### src/sqlf_pkg.sv
// ============================================================================
// sqlf_pkg - shared types and constants of the read-only SQL statement filter
// Holds the cleaned-text event codes, the queue entry layout, the statement
// keyword table and the verdict and statement type codes.
// ============================================================================
package sqlf_pkg;

    // default length of the first-token buffer
    localparam int KEYWORD_CHARS_DEF = 6;

    // byte fields on the stream ports
    localparam int BYTE_W  = 8;
    localparam int CODE_W  = 4;
    localparam int TDATA_W = 16;

    // depth of the queue between front and back
    localparam int QUEUE_DEPTH = 2;

    // statement keyword table
    localparam int KW_COUNT   = 10;
    localparam int KW_MAX_LEN = 6;
    localparam int KW_LEN_W   = 3;

    localparam logic [BYTE_W-1:0] KW_TEXT [KW_COUNT][KW_MAX_LEN] = '{
        '{"S", "E", "L", "E", "C", "T"},
        '{"I", "N", "S", "E", "R", "T"},
        '{"U", "P", "D", "A", "T", "E"},
        '{"D", "E", "L", "E", "T", "E"},
        '{"C", "R", "E", "A", "T", "E"},
        '{"D", "R", "O", "P", 8'h00, 8'h00},
        '{"A", "L", "T", "E", "R", 8'h00},
        '{"P", "R", "A", "G", "M", "A"},
        '{"A", "T", "T", "A", "C", "H"},
        '{"D", "E", "T", "A", "C", "H"}
    };

    localparam logic [KW_LEN_W-1:0] KW_LEN [KW_COUNT] = '{
        3'd6, 3'd6, 3'd6, 3'd6, 3'd6, 3'd4, 3'd5, 3'd6, 3'd6, 3'd6
    };

    // statement type codes
    localparam logic [CODE_W-1:0] TYPE_SELECT  = 4'd0;
    localparam logic [CODE_W-1:0] TYPE_UNKNOWN = 4'd10;

    // verdict codes (forbidden types are type + 1)
    localparam logic [CODE_W-1:0] VERDICT_VALID     = 4'd0;
    localparam logic [CODE_W-1:0] VERDICT_EMPTY     = 4'd1;
    localparam logic [CODE_W-1:0] VERDICT_UNKNOWN   = 4'd11;
    localparam logic [CODE_W-1:0] VERDICT_INJECTION = 4'd12;

    // special characters
    localparam logic [BYTE_W-1:0] CH_SEMI  = ";";
    localparam logic [BYTE_W-1:0] CH_LF    = 8'h0a;
    localparam logic [BYTE_W-1:0] CH_DASH  = "-";
    localparam logic [BYTE_W-1:0] CH_SLASH = "/";
    localparam logic [BYTE_W-1:0] CH_STAR  = "*";

    // one event of the cleaned text
    typedef enum logic [1:0] {
        EV_NONE  = 2'd0,
        EV_SPACE = 2'd1,
        EV_CHAR  = 2'd2
    } ev_kind_t;

    // queue entry: up to two cleaned-text events per input beat
    typedef struct packed {
        ev_kind_t            kind0;
        logic [BYTE_W-1:0]   data0;
        ev_kind_t            kind1;
        logic [BYTE_W-1:0]   data1;
        logic                last;
        logic                raw_nonempty;
    } entry_t;

endpackage

### src/sql_readonly_statement_filter_core.sv
// ============================================================================
// sql_readonly_statement_filter_core - read-only SQL statement filter
// Takes a query one byte per beat, strips comments, folds whitespace,
// classifies the first token and gives one verdict beat per query.
// ============================================================================
//
//  channel  | dir | tdata bits (low first)                      | tlast
//  ---------+-----+---------------------------------------------+---------------
//  s_axis   | in  | query_char[7:0], char_present[8], zero fill | end of query
//  m_axis   | out | verdict[3:0], statement_type[7:4],          | none
//           |     | read_only[8], zero fill                     |
//
//  one input beat per cycle while s_tready is high; the front end decides
//  each beat combinationally and the back end takes one queue entry per
//  cycle while no tlast entry waits; the verdict passes the queue, then the
//  output register, later only while an earlier verdict waits on m_tready
//  rst_n clears comment, token and handshake state at once; no clearing pass
//  while a verdict waits on m_tready the next tlast entry waits at the queue
//  head; one more beat fits behind it, then s_tready drops
//
module sql_readonly_statement_filter_core #(
    parameter int KEYWORD_CHARS = sqlf_pkg::KEYWORD_CHARS_DEF
) (
    input  logic                          clk,
    input  logic                          rst_n,
    input  logic                          s_tvalid,
    output logic                          s_tready,
    input  logic [sqlf_pkg::TDATA_W-1:0]  s_tdata,   // query_char, char_present
    input  logic                          s_tlast,
    output logic                          m_tvalid,
    input  logic                          m_tready,
    output logic [sqlf_pkg::TDATA_W-1:0]  m_tdata    // verdict, statement_type, read_only
);
    import sqlf_pkg::*;

    logic   q_full;
    logic   q_not_empty;
    logic   q_pop;
    logic   beat_ok;
    entry_t front_entry;
    entry_t q_head;

    assign s_tready = !q_full;
    assign beat_ok  = s_tvalid && s_tready;

    // comment stripping and lookahead
    sqlf_front u_front (
        .clk          (clk),
        .rst_n        (rst_n),
        .beat_ok      (beat_ok),
        .query_char   (s_tdata[BYTE_W-1:0]),
        .char_present (s_tdata[BYTE_W]),
        .last         (s_tlast),
        .entry        (front_entry)
    );

    // decoupling queue
    sqlf_queue u_queue (
        .clk       (clk),
        .rst_n     (rst_n),
        .push      (beat_ok),
        .push_data (front_entry),
        .full      (q_full),
        .pop       (q_pop),
        .pop_data  (q_head),
        .not_empty (q_not_empty)
    );

    // token capture and verdict
    sqlf_back #(
        .KEYWORD_CHARS (KEYWORD_CHARS)
    ) u_back (
        .clk         (clk),
        .rst_n       (rst_n),
        .q_not_empty (q_not_empty),
        .q_data      (q_head),
        .q_pop       (q_pop),
        .m_tvalid    (m_tvalid),
        .m_tready    (m_tready),
        .m_tdata     (m_tdata)
    );

endmodule

### src/sqlf_front.sv
// ============================================================================
// sqlf_front - comment stripping front end
// Holds one byte of lookahead, tracks line and block comments and turns each
// input beat into at most two cleaned-text events for the back end.
// ============================================================================
module sqlf_front (
    input  logic                          clk,
    input  logic                          rst_n,
    input  logic                          beat_ok,
    input  logic [sqlf_pkg::BYTE_W-1:0]   query_char,
    input  logic                          char_present,
    input  logic                          last,
    output sqlf_pkg::entry_t              entry
);
    import sqlf_pkg::*;

    typedef struct packed {
        logic              line;
        logic              block;
        logic              skip;
        ev_kind_t          kind;
    } scan_t;

    logic [BYTE_W-1:0] pend_byte_reg, pend_byte_next;
    logic              pend_valid_reg, pend_valid_next;
    logic              line_reg, line_next;
    logic              block_reg, block_next;
    logic              raw_reg, raw_next;

    function automatic logic is_ws(input logic [BYTE_W-1:0] c);
        return (c == 8'h20) || (c == 8'h09) || (c == 8'h0a) ||
               (c == 8'h0b) || (c == 8'h0c) || (c == 8'h0d);
    endfunction

    // classify one byte given its lookahead
    function automatic scan_t scan(input logic [BYTE_W-1:0] c,
                                   input logic [BYTE_W-1:0] nx,
                                   input logic              nx_valid,
                                   input logic              line_in,
                                   input logic              block_in);
        scan_t r;
        r.line  = line_in;
        r.block = block_in;
        r.skip  = 1'b0;
        r.kind  = EV_NONE;
        if (block_in) begin
            if (c == CH_STAR && nx_valid && nx == CH_SLASH) begin
                r.block = 1'b0;
                r.skip  = 1'b1;
            end
        end else if (line_in) begin
            if (c == CH_LF)
                r.line = 1'b0;
        end else if (c == CH_DASH && nx_valid && nx == CH_DASH) begin
            r.line = 1'b1;
        end else if (c == CH_SLASH && nx_valid && nx == CH_STAR) begin
            r.block = 1'b1;
            r.skip  = 1'b1;
        end else if (is_ws(c)) begin
            r.kind = EV_SPACE;
        end else begin
            r.kind = EV_CHAR;
        end
        return r;
    endfunction

    // next state and events for the current beat
    always_comb
    begin
        scan_t s0;
        scan_t s1;
        s0 = '0;
        s1 = '0;
        pend_byte_next  = pend_byte_reg;
        pend_valid_next = pend_valid_reg;
        line_next       = line_reg;
        block_next      = block_reg;
        raw_next        = raw_reg;
        entry.kind0     = EV_NONE;
        entry.data0     = pend_byte_reg;
        entry.kind1     = EV_NONE;
        entry.data1     = query_char;
        entry.last      = last;

        if (char_present) begin
            raw_next = 1'b1;
            if (pend_valid_reg) begin
                s0          = scan(pend_byte_reg, query_char, 1'b1, line_reg, block_reg);
                entry.kind0 = s0.kind;
                line_next   = s0.line;
                block_next  = s0.block;
            end
            if (s0.skip) begin
                pend_valid_next = 1'b0;
            end else begin
                pend_byte_next  = query_char;
                pend_valid_next = 1'b1;
            end
        end

        // flush the lookahead byte at the end of the query
        if (last && pend_valid_next) begin
            s1          = scan(pend_byte_next, '0, 1'b0, line_next, block_next);
            entry.kind1 = s1.kind;
            entry.data1 = pend_byte_next;
        end
        entry.raw_nonempty = raw_next;

        if (last) begin
            pend_valid_next = 1'b0;
            line_next       = 1'b0;
            block_next      = 1'b0;
            raw_next        = 1'b0;
        end
    end

    // control state
    always_ff @(posedge clk or negedge rst_n)
    begin
        if (!rst_n) begin
            pend_valid_reg <= 1'b0;
            line_reg       <= 1'b0;
            block_reg      <= 1'b0;
            raw_reg        <= 1'b0;
        end else if (beat_ok) begin
            pend_valid_reg <= pend_valid_next;
            line_reg       <= line_next;
            block_reg      <= block_next;
            raw_reg        <= raw_next;
        end
    end

    // lookahead byte
    always_ff @(posedge clk)
    begin
        if (beat_ok)
            pend_byte_reg <= pend_byte_next;
    end

endmodule

### src/sqlf_queue.sv
// ============================================================================
// sqlf_queue - short queue between front and back
// A small circular buffer of event entries so that front and back can stall
// independently.
// ============================================================================
module sqlf_queue (
    input  logic              clk,
    input  logic              rst_n,
    input  logic              push,
    input  sqlf_pkg::entry_t  push_data,
    output logic              full,
    input  logic              pop,
    output sqlf_pkg::entry_t  pop_data,
    output logic              not_empty
);
    import sqlf_pkg::*;

    localparam int PTR_W = (QUEUE_DEPTH > 1) ? $clog2(QUEUE_DEPTH) : 1;
    localparam int CNT_W = $clog2(QUEUE_DEPTH + 1);

    entry_t             mem [QUEUE_DEPTH];
    logic [PTR_W-1:0]   wr_ptr_reg;
    logic [PTR_W-1:0]   rd_ptr_reg;
    logic [CNT_W-1:0]   count_reg;

    assign full      = (count_reg == CNT_W'(QUEUE_DEPTH));
    assign not_empty = (count_reg != '0);
    assign pop_data  = mem[rd_ptr_reg];

    // pointer wrap
    function automatic logic [PTR_W-1:0] bump(input logic [PTR_W-1:0] p);
        return (p == PTR_W'(QUEUE_DEPTH - 1)) ? '0 : p + PTR_W'(1);
    endfunction

    // entry storage
    always_ff @(posedge clk)
    begin
        if (push)
            mem[wr_ptr_reg] <= push_data;
    end

    // pointers and fill count
    always_ff @(posedge clk or negedge rst_n)
    begin
        if (!rst_n) begin
            wr_ptr_reg <= '0;
            rd_ptr_reg <= '0;
            count_reg  <= '0;
        end else begin
            if (push)
                wr_ptr_reg <= bump(wr_ptr_reg);
            if (pop)
                rd_ptr_reg <= bump(rd_ptr_reg);
            if (push && !pop)
                count_reg <= count_reg + CNT_W'(1);
            else if (pop && !push)
                count_reg <= count_reg - CNT_W'(1);
        end
    end

endmodule

### src/sqlf_back.sv
// ============================================================================
// sqlf_back - token collector and classifier
// Folds whitespace, captures the first token, watches for text after the
// first semicolon and forms the verdict into the output register.
// ============================================================================
module sqlf_back #(
    parameter int KEYWORD_CHARS = sqlf_pkg::KEYWORD_CHARS_DEF
) (
    input  logic                          clk,
    input  logic                          rst_n,
    input  logic                          q_not_empty,
    input  sqlf_pkg::entry_t              q_data,
    output logic                          q_pop,
    output logic                          m_tvalid,
    input  logic                          m_tready,
    output logic [sqlf_pkg::TDATA_W-1:0]  m_tdata
);
    import sqlf_pkg::*;

    localparam int LW = $clog2(KEYWORD_CHARS + 1);
    localparam int IW = $clog2(KEYWORD_CHARS);

    logic [BYTE_W-1:0] tok_reg [KEYWORD_CHARS];
    logic [BYTE_W-1:0] tok_next [KEYWORD_CHARS];
    logic [LW-1:0]     len_reg, len_next;
    logic              owed_reg, owed_next;
    logic              any_reg, any_next;
    logic              ovf_reg, ovf_next;
    logic              closed_reg, closed_next;
    logic              semi_reg, semi_next;
    logic              after_reg, after_next;

    logic              out_valid_reg;
    logic [CODE_W-1:0] verdict_reg, verdict_next;
    logic [CODE_W-1:0] type_reg, type_next;
    logic              ro_reg, ro_next;

    ev_kind_t          ev_kind [2];
    logic [BYTE_W-1:0] ev_data [2];

    assign ev_kind[0] = q_data.kind0;
    assign ev_kind[1] = q_data.kind1;
    assign ev_data[0] = q_data.data0;
    assign ev_data[1] = q_data.data1;

    // a last entry waits until the output register is free
    assign q_pop = q_not_empty && (!q_data.last || !out_valid_reg || m_tready);

    // apply the two events of the entry in order
    always_comb
    begin
        logic [BYTE_W-1:0] c;
        tok_next    = tok_reg;
        len_next    = len_reg;
        owed_next   = owed_reg;
        any_next    = any_reg;
        ovf_next    = ovf_reg;
        closed_next = closed_reg;
        semi_next   = semi_reg;
        after_next  = after_reg;
        for (int e = 0; e < 2; e++) begin
            c = ev_data[e];
            case (ev_kind[e])
                EV_SPACE:
                begin
                    if (any_next)
                        owed_next = 1'b1;
                end
                EV_CHAR:
                begin
                    if (owed_next) begin
                        closed_next = 1'b1;
                        owed_next   = 1'b0;
                    end
                    if (!closed_next) begin
                        if (len_next < LW'(KEYWORD_CHARS)) begin
                            tok_next[len_next[IW-1:0]] =
                                (c >= "a" && c <= "z") ? c - 8'd32 : c;
                            len_next = len_next + LW'(1);
                        end else begin
                            ovf_next = 1'b1;
                        end
                    end
                    if (semi_next)
                        after_next = 1'b1;
                    if (c == CH_SEMI)
                        semi_next = 1'b1;
                    any_next = 1'b1;
                end
                default:
                begin
                end
            endcase
        end
    end

    // keyword match and verdict
    always_comb
    begin
        logic hit;
        logic [CODE_W-1:0] kind;
        kind = TYPE_UNKNOWN;
        for (int k = KW_COUNT - 1; k >= 0; k--) begin
            hit = (len_next == LW'(KW_LEN[k]));
            for (int i = 0; i < KW_MAX_LEN; i++) begin
                if (KW_LEN[k] > KW_LEN_W'(i) && tok_next[i] != KW_TEXT[k][i])
                    hit = 1'b0;
            end
            if (hit && !ovf_next)
                kind = CODE_W'(k);
        end

        if (!q_data.raw_nonempty) begin
            type_next    = TYPE_UNKNOWN;
            verdict_next = VERDICT_EMPTY;
        end else begin
            type_next = kind;
            if (kind == TYPE_SELECT)
                verdict_next = after_next ? VERDICT_INJECTION : VERDICT_VALID;
            else if (kind == TYPE_UNKNOWN)
                verdict_next = VERDICT_UNKNOWN;
            else
                verdict_next = kind + CODE_W'(1);
        end
        ro_next = q_data.raw_nonempty && (kind == TYPE_SELECT);
    end

    // token and flag state, cleared after each verdict
    always_ff @(posedge clk or negedge rst_n)
    begin
        if (!rst_n) begin
            len_reg    <= '0;
            owed_reg   <= 1'b0;
            any_reg    <= 1'b0;
            ovf_reg    <= 1'b0;
            closed_reg <= 1'b0;
            semi_reg   <= 1'b0;
            after_reg  <= 1'b0;
        end else if (q_pop) begin
            if (q_data.last) begin
                len_reg    <= '0;
                owed_reg   <= 1'b0;
                any_reg    <= 1'b0;
                ovf_reg    <= 1'b0;
                closed_reg <= 1'b0;
                semi_reg   <= 1'b0;
                after_reg  <= 1'b0;
            end else begin
                len_reg    <= len_next;
                owed_reg   <= owed_next;
                any_reg    <= any_next;
                ovf_reg    <= ovf_next;
                closed_reg <= closed_next;
                semi_reg   <= semi_next;
                after_reg  <= after_next;
            end
        end
    end

    // token bytes, read only below the token length
    always_ff @(posedge clk)
    begin
        if (q_pop)
            tok_reg <= tok_next;
    end

    // output valid
    always_ff @(posedge clk or negedge rst_n)
    begin
        if (!rst_n)
            out_valid_reg <= 1'b0;
        else if (q_pop && q_data.last)
            out_valid_reg <= 1'b1;
        else if (m_tready)
            out_valid_reg <= 1'b0;
    end

    // output payload
    always_ff @(posedge clk)
    begin
        if (q_pop && q_data.last) begin
            verdict_reg <= verdict_next;
            type_reg    <= type_next;
            ro_reg      <= ro_next;
        end
    end

    assign m_tvalid = out_valid_reg;
    assign m_tdata  = {(TDATA_W - 2 * CODE_W - 1)'(0), ro_reg, type_reg, verdict_reg};

endmodule

### config.mk
export PLATFORM = sky130hd
export DESIGN_NAME = sql_readonly_statement_filter_core
export DESIGN_NICKNAME = d
export VERILOG_FILES = /design/src/sqlf_pkg.sv /design/src/sql_readonly_statement_filter_core.sv /design/src/sqlf_front.sv /design/src/sqlf_queue.sv /design/src/sqlf_back.sv
export SDC_FILE = /design/constraint.sdc
export NUM_CORES = 1
export LEC_CHECK = 0
export BUFFER_PORTS_ARGS = -buffer_cell sky130_fd_sc_hd__buf_2
export CAP_MARGIN = 20
export CORE_MARGIN = 2
export CORE_UTILIZATION = 50
export DETAILED_ROUTE_END_ITERATION = 16
export PLACE_DENSITY = 0.75
export SLEW_MARGIN = 20
export SYNTH_ARGS = -nofsm -noshare
export SYNTH_HDL_FRONTEND = slang
export SYNTH_HIERARCHICAL = 1
export SYNTH_SLANG_ARGS = --single-unit
### constraint.sdc
create_clock -name clk -period 5.8 [get_ports clk]
set_input_delay 0 -clock clk [delete_from_list [all_inputs] [get_ports clk]]
set_output_delay 0 -clock clk [all_outputs]
set_load 0.005 [all_outputs]
==> reports/metrics.json, run 1 <==
{
  "route.detailed.wl_per_inst_um": 23.73,
  "antenna_violations_before_repair": 0,
  "timing.reg2reg.worst_path_depth": 18,
  "postSynthAreaPerCell_um2": 9.544,
  "fillCellCount": 1514,
  "place_area_um2": 9286,
  "critical_path_buf_inv_count": 3,
  "port_buffers": 24,
  "summed_area_of_non_filler_cells_in_the_final_layout_um2": 9990,
  "fin_nets": 1003,
  "totalPowerFinal_w": 0.005629,
  "timing.final.ws_setup_ps": 417.8,
  "htree_levels": 4,
  "worst_path_max_fanout": 14,
  "synth-edff-count": 109,
  "clock_tree.root_cell": "clkbuf_16",
  "slowest_stage": "nor4_1",
  "yosysUniqueCellTypes": 101,
  "hold_path_class": "in2async",
  "timing.rr.end": "u_back/verdict_reg[3]",
  "drt_drc_violations_left": 0,
  "layout-area-overhead-vs-synth_pct": 11.95,
  "cts_tree": "yes",
  "async_flop_share_pct": 14.17,
  "n_antenna_cell": 0,
  "globalRouteTotalUtil_pct": 31.32,
  "max_clock_freq_ghz": 0.1858,
  "worst_skew_pair.late_latency_ps": 430,
  "start_util_pct": 51.41,
  "dieArea_um2": 18930,
  "dp_slack_ps": 535.3,
  "synth.ff_latch_count": 127,
  "r2r_slack_ps": 420,
  "cp_data_required_time_ps": 6080,
  "ctsResizeCount": 0,
  "number_of_vias_per_cell_after_detailed_routing": 6.748,
  "die_extent_in_y_um": 137.6,
  "max-vdd-ir-drop_mv": 0.4991,
  "final.setup.tns_ps": 0,
  "cap_violations": 0,
  "grt_remaining_overflow": 0,
  "final_min_period_over_clock_period_pct": 92.80,
  "drive_above_1_share_pct": 19.02,
  "status": "complete, no violations",
  "drt_iter0_markers": 1228,
  "unrepaired_setup_endpoints_after_global_routing": "false",
  "critPathLaunchType": "flop",
  "worst_path_largest_cell_delay_ps": 490,
  "power_per_cell_area_nw_per_um2": 563.5,
  "floorplan.core_area_um2": 17360,
  "ys_warn_count": 6,
  "netlist_instances": 935,
  "vias": 8151,
  "cts_buffers": 17,
  "synth_seq_area_share_pct": 41.73,
  "regToRegStartpoint": "u_queue/rd_ptr_reg",
  "category_of_the_most_critical_setup_path": "reg2reg",
  "leakage_power_nw": 3.764,
  "routed_wirelength_mm": 28.66,
  "route.antenna.remaining_nets": 0,
  "largest_register_ffs": 48,
  "arrival_ps": 5660,
  "synth_area_um2": 8924,
  "fp-row-count": 48,
  "yosys_most_used_dff": "edfxtp_1",
  "clock_sinks": 127,
  "crit_chain": "mux2_2 -> inv_1 -> ha_1 -> or3b_4 -> o21a_1 -> nor2_4 -> inv_2 -> nand3_1 -> buf_4 -> mux2i_1 -> nand4_1 -> nor4_1 -> a31oi_1 -> nand4_1 -> ha_1 -> o21ai_0 -> mux2_1 -> nor2_1",
  "vias_in_the_first_global_route": 7480,
  "crit_path_end_kind": "flop",
  "design.portCount": 39,
  "cts_max_path_buffers": 2,
  "cts.clk_slew.worst_paths_ps": 70,
  "grt_max_degree": 31,
  "hold_viol_final": 0,
  "finClkSkew_ps": 12.80,
  "post-cts-setup-buffers": 0,
  "critical_path_s_top_delay_family": "simple AND/OR/NAND/NOR gates",
  "timing.final.max_slew_violations": 0,
  "gpl.final_weighted_congestion": 1.014,
  "relSlewSlack_pct": 45.72,
  "hpwlAfterDp_mm": 20.33,
  "final.hold.worst_slack_ps": 40.35,
  "wire_length_of_the_first_global_routing_pass_mm": 43.88,
  "finalCriticalPeriod_ps": 5382,
  "width_of_the_die_um": 137.6,
  "first_pass_iters": 6,
  "setup-violations-final": 0,
  "max_slew.worst_pin.slew_ps": 809.4
}
[Yosys cell counts, types with 11 or more instances]
cell type	number	area share, %
nand2_1	85	3.6
nor4_1	18	1.3
mux2i_1	24	2.7
a21oi_1	42	2.4
o21ai_0	51	2.9
mux2_2	42	5.3
and3_1	11	0.77
nor3_1	33	1.9
nor2_1	86	3.6
ha_1	12	1.7
nand3_1	32	1.8
a31oi_1	15	1.1
dfrtp_1	18	5.0
clkbuf_1	30	1.3
nand4b_1	12	1.2
inv_1	39	1.6
edfxtp_1	109	37
o211ai_1	11	0.93
nand4_1	14	0.98
[worst max-delay path by stage]
stage                                  start                    end  slack [ps]  cells past startpoint
after floorplan           u_queue/rd_ptr_reg  u_back/verdict_reg[3]        1130                     22
after global placement    u_queue/rd_ptr_reg  u_back/verdict_reg[3]         680                     18
after detailed placement  u_queue/rd_ptr_reg  u_back/verdict_reg[3]         540                     20
after CTS                 u_queue/rd_ptr_reg  u_back/verdict_reg[3]         480                     20
after global routing      u_queue/rd_ptr_reg  u_back/verdict_reg[3]          50                     18
final                     u_queue/rd_ptr_reg  u_back/verdict_reg[3]         420                     18
[metrics by stage]
step | std cells | utilization [%]
after global placement | 1163 | 53.47
after floorplan | 941 | -
final | 1208 | 57.55
after CTS | 1208 | 57.52
after global routing | 1208 | 57.55
after detailed placement | 1163 | 53.50
[power breakdown]
part           internal, W  total (W)  switching, W
logic             0.000929    0.00287       0.00194
clock network     0.000572    0.00104      0.000471
registers          0.00149    0.00171      0.000220
[cell type report]
type	instances	area, µm²	area share, %
clock buffer	18	429.2	4.296
clock inverter	14	137.6	1.378
inverter	42	157.7	1.578
multi-input combinational	713	4770	47.75
sequential	127	3724	37.27
tap	225	281.5	2.818
timing repair buffer	69	490.5	4.910
[worst register-to-register path, delay by kind of cell (launching register included)]
| family | cells | cell delay, ps |
|---|---|---|
| AND/OR/NAND/NOR | 7 | 2220 |
| multiplexers | 3 | 1010 |
| adder cells (fa/ha/maj) | 2 | 690 |
| AO/OA/AOI/OAI | 3 | 510 |
| buffers and inverters | 3 | 440 |
| flip-flops | 1 | 380 |
[cell usage in the layout (no fill, tap or decap), types with 8 or more instances in the layout]
master / count
nand4_1: 14
a31oi_1: 15
o21ai_0: 51
buf_2: 24
nor2b_1: 9
nor3_1: 33
dlygate4sd3_1: 13
o211ai_1: 11
a211oi_1: 9
nand2_1: 85
and3_1: 11
edfxtp_1: 109
nor4_1: 18
nand3_1: 32
o41ai_1: 8
dfrtp_1: 18
buf_4: 32
nand4b_1: 12
clkbuf_16: 17
nor2_1: 86
nand2b_1: 10
mux2_2: 42
a21oi_1: 42
inv_1: 38
mux2i_1: 24
ha_1: 12
[metal layers]
metal / up-vias / wire (µm) / global-route usage, %
li1: 3636 / - / -
met4: 0 / 1164 / 13.69
met2: 525 / 12430 / 45.49
met3: 105 / 3177 / 9.235
met1: 3885 / 11890 / 43.33
met5: - / 0 / 0
[kinds of logic (layout without fill, tap and decap cells)]
kind of cell	count (synthesis)	count (layout)	share of synthesized area, %
compound gates	224	224	17.51
fa+ha+maj	12	12	1.683
xor+xnor	7	7	0.6871
buf+inv	101	143	5.230
other cells	1	7	0.04202
simple gates	393	393	24.57
flops	127	127	41.73
mux	70	70	8.553
[repair_timing]
action	CTS	global route
setup endpoints to repair	0	0
hold buffers	13	0
endpoints found under the hold margin	50	0
Note: power is estimated with default switching activity, not from simulation.
==> run 2: changes to the inputs <==
--- a/config.mk
+++ b/config.mk
@@ -10,7 +10,7 @@
 export CORE_MARGIN = 2
 export CORE_UTILIZATION = 50
 export DETAILED_ROUTE_END_ITERATION = 16
-export PLACE_DENSITY = 0.75
+export PLACE_DENSITY = 0.67
 export SLEW_MARGIN = 20
 export SYNTH_ARGS = -nofsm -noshare
 export SYNTH_HDL_FRONTEND = slang
==> reports/metrics.json, run 2 (same netlist as run 1, synthesis figures left out) <==
{
  "globalRouteTotalUtil": {"value": 31.22, "unit": "%", "change": "was 31.32%"},
  "power_per_cell_area": {"value": 566.7, "unit": "nW/µm²", "change": "was 563.5 nW/µm²"},
  "leakage_power": {"value": 3.740, "unit": "nW", "change": "was 3.764 nW"},
  "relSlewSlack": {"value": 28.76, "unit": "%", "change": "was 45.72%"},
  "width_of_the_die": {"value": 137.6, "unit": "µm", "change": "unchanged"},
  "dieArea": {"value": 18930, "unit": "µm²", "change": "unchanged"},
  "drt_drc_violations_left": {"value": 0, "change": "unchanged"},
  "cp_data_required_time": {"value": 6080, "unit": "ps", "change": "about the same"},
  "category_of_the_most_critical_setup_path": {"value": "reg2reg", "change": "unchanged"},
  "worst_path_largest_cell_delay": {"value": 700, "unit": "ps", "change": "was 490 ps"},
  "slowest_stage": {"value": "nor4_1", "change": "unchanged"},
  "crit_chain": {"value": "mux2_2 -> inv_1 -> ha_1 -> or3b_4 -> o21a_1 -> nor3_1 -> nand2_1 -> mux2i_1 -> nand4_2 -> nor4_1 -> o21ai_0 -> nand4_1 -> ha_1 -> o21ai_0 -> mux2_1 -> nor2_1", "change": "was mux2_2 -> inv_1 -> ha_1 -> or3b_4 -> o21a_1 -> nor2_4 -> inv_2 -> nand3_1 -> buf_4 -> mux2i_1 -> nand4_1 -> nor4_1 -> a31oi_1 -> nand4_1 -> ha_1 -> o21ai_0 -> mux2_1 -> nor2_1"},
  "arrival": {"value": 5790, "unit": "ps", "change": "was 5660 ps"},
  "antenna_violations_before_repair": {"value": 0, "change": "unchanged"},
  "drt_iter0_markers": {"value": 1215, "change": "was 1228"},
  "clock_tree.root_cell": {"value": "clkbuf_16", "change": "unchanged"},
  "route.antenna.remaining_nets": {"value": 0, "change": "unchanged"},
  "hold_viol_final": {"value": 0, "change": "unchanged"},
  "worst_skew_pair.late_latency": {"value": 420, "unit": "ps", "change": "was 430 ps"},
  "clock_sinks": {"value": 127, "change": "unchanged"},
  "final_common_cell": {"value": "edfxtp_1", "change": "unchanged"},
  "max_clock_freq": {"value": 0.1814, "unit": "GHz", "change": "was 0.1858 GHz"},
  "summed_area_of_non_filler_cells_in_the_final_layout": {"value": 9960, "unit": "µm²", "change": "was 9990 µm²"},
  "finalCriticalPeriod": {"value": 5511, "unit": "ps", "change": "was 5382 ps"},
  "vias": {"value": 8147, "change": "was 8151"},
  "place_area": {"value": 9234, "unit": "µm²", "change": "was 9286 µm²"},
  "hold_path_class": {"value": "in2async", "change": "unchanged"},
  "timing.final.max_slew_violations": {"value": 0, "change": "unchanged"},
  "ctsResizeCount": {"value": 0, "change": "unchanged"},
  "fin_nets": {"value": 999, "change": "was 1003"},
  "timing.final.ws_setup": {"value": 288.6, "unit": "ps", "change": "was 417.8 ps"},
  "dp_slack": {"value": 487.7, "unit": "ps", "change": "was 535.3 ps"},
  "grt_max_degree": {"value": 32, "change": "was 31"},
  "final.setup.tns": {"value": 0, "unit": "ps", "change": "unchanged"},
  "cts_buffers": {"value": 17, "change": "unchanged"},
  "crit_path_end_kind": {"value": "flop", "change": "unchanged"},
  "worst_path_max_fanout": {"value": 12, "change": "was 14"},
  "first_pass_iters": {"value": 8, "change": "was 6"},
  "floorplan.core_area": {"value": 17360, "unit": "µm²", "change": "unchanged"},
  "route.detailed.wl_per_inst": {"value": 23.96, "unit": "µm", "change": "was 23.73 µm"},
  "hpwlAfterDp": {"value": 20.32, "unit": "mm", "change": "was 20.33 mm"},
  "start_util": {"value": 51.41, "unit": "%", "change": "unchanged"},
  "finClkSkew": {"value": 6.670, "unit": "ps", "change": "was 12.80 ps"},
  "final_min_period_over_clock_period": {"value": 95.02, "unit": "%", "change": "was 92.80%"},
  "htree_levels": {"value": 4, "change": "unchanged"},
  "routed_wirelength": {"value": 28.85, "unit": "mm", "change": "was 28.66 mm"},
  "most-common-layout-cells": {"value": "edfxtp_1 (109), nor2_1 (86), nand2_1 (85)", "change": "unchanged"},
  "die_extent_in_y": {"value": 137.6, "unit": "µm", "change": "unchanged"},
  "cts_tree": {"value": "yes", "change": "unchanged"},
  "critical_path_buf_inv_count": {"value": 1, "change": "was 3"},
  "critPathLaunchType": {"value": "flop", "change": "unchanged"},
  "design.portCount": {"value": 39, "change": "unchanged"},
  "layout-area-overhead-vs-synth": {"value": 11.61, "unit": "%", "change": "was 11.95%"},
  "max_slew.worst_pin.slew": {"value": 1069, "unit": "ps", "change": "was 809.4 ps"},
  "port_buffers": {"value": 24, "change": "unchanged"},
  "wire_length_of_the_first_global_routing_pass": {"value": 43.96, "unit": "mm", "change": "was 43.88 mm"},
  "fp-row-count": {"value": 48, "change": "unchanged"},
  "unrepaired_setup_endpoints_after_global_routing": {"value": "false", "change": "unchanged"},
  "largest_register_ffs": {"value": 48, "change": "unchanged"},
  "drive_above_1_share": {"value": 18.59, "unit": "%", "change": "was 19.02%"},
  "status": {"value": "complete, no violations", "change": "unchanged"},
  "gpl.final_weighted_congestion": {"value": 1.026, "change": "was 1.014"},
  "max-vdd-ir-drop": {"value": 0.4687, "unit": "mV", "change": "was 0.4991 mV"},
  "vias_in_the_first_global_route": {"value": 7625, "change": "was 7480"},
  "cts_max_path_buffers": {"value": 2, "change": "unchanged"},
  "setup-violations-final": {"value": 0, "change": "unchanged"},
  "grt_remaining_overflow": {"value": 0, "change": "unchanged"},
  "number_of_vias_per_cell_after_detailed_routing": {"value": 6.767, "change": "was 6.748"},
  "cts.clk_slew.worst_paths": {"value": 60, "unit": "ps", "change": "was 70 ps"},
  "n_antenna_cell": {"value": 0, "change": "unchanged"},
  "fillCellCount": {"value": 1534, "change": "was 1514"},
  "cap_violations": {"value": 0, "change": "unchanged"},
  "critical_path_s_top_delay_family": {"value": "simple AND/OR/NAND/NOR gates", "change": "unchanged"}
}
[run 2: power breakdown]
| part | internal (W) | leakage [nW] | switching [W] |
|---|---|---|---|
| clock network | 0.000602 | 0.273 | 0.000451 |
| logic | 0.000926 | 2.19 | 0.00194 |
| registers | 0.00150 | 1.28 | 0.000230 |
[run 2: layer usage]
layer / vias up / track usage (%) / part of all wire [%]
met3: 107 / 6.291 / 11
met5: - / 0 / 0
met4: 0 / 12.14 / 3.8
met2: 500 / 46.82 / 43
li1: 3631 / - / -
met1: 3909 / 44.40 / 42
[run 2: area by class of cell]
type                       instances  area (µm²)  share of cell area (%)
tap                              225       281.5                   2.827
sequential                       127        3724                   37.39
multi-input combinational        713        4763                   47.83
clock inverter                    15       147.6                   1.482
inverter                          42       157.7                   1.583
clock buffer                      17       425.4                   4.271
timing repair buffer              65       460.4                   4.623
[run 2: final timing paths]
| check | end | slack [ps] | cells after the start | startpoint |
|---|---|---|---|---|
| worst max register to register | u_back/verdict_reg[3] | 290 | 16 | u_queue/rd_ptr_reg |
| worst max-delay path | u_back/verdict_reg[3] | 290 | 16 | u_queue/rd_ptr_reg |
| max in group asynchronous | u_back/after_reg | 5440 | 2 | rst_n |
| min in group clk | u_queue/wr_ptr_reg | 150 | 4 | s_tvalid |
| worst min-delay path | u_back/len_reg[0] | 60 | 2 | rst_n |
| worst min register to register | u_queue/count_reg[1] | 490 | 1 | u_queue/count_reg[1] |
[run 2: repair_timing]
item,in CTS,in global routing
hold endpoints to repair,48,0
endpoints found under the setup margin,0,1
buffers inserted,0,3
hold buffers,13,0
[run 2: per-stage QoR]
| stage | total power (W) | std cells | hold WS, ps | util, % |
|---|---|---|---|---|
| 4_1_cts | 0.005541 | 1201 | 49.17 | 57.25 |
| 6_report | 0.005644 | 1204 | 55.27 | 57.38 |
| 3_3_place_gp | 0.004427 | 1156 | -31.86 | 53.17 |
| 5_1_grt | 0.005896 | 1204 | 99.75 | 57.38 |
| 3_5_place_dp | 0.004458 | 1156 | -37.40 | 53.20 |
| 2_1_floorplan | 0.003563 | 941 | -295.6 | - |
[run 2: worst reg2reg max path: cells and delay by family (launching register included)]
kind	cells	cell delay [ps]
compound gates	3	560
simple gates	7	2700
buf+inv	1	60
mux	3	1070
flops	1	530
fa+ha+maj	2	450
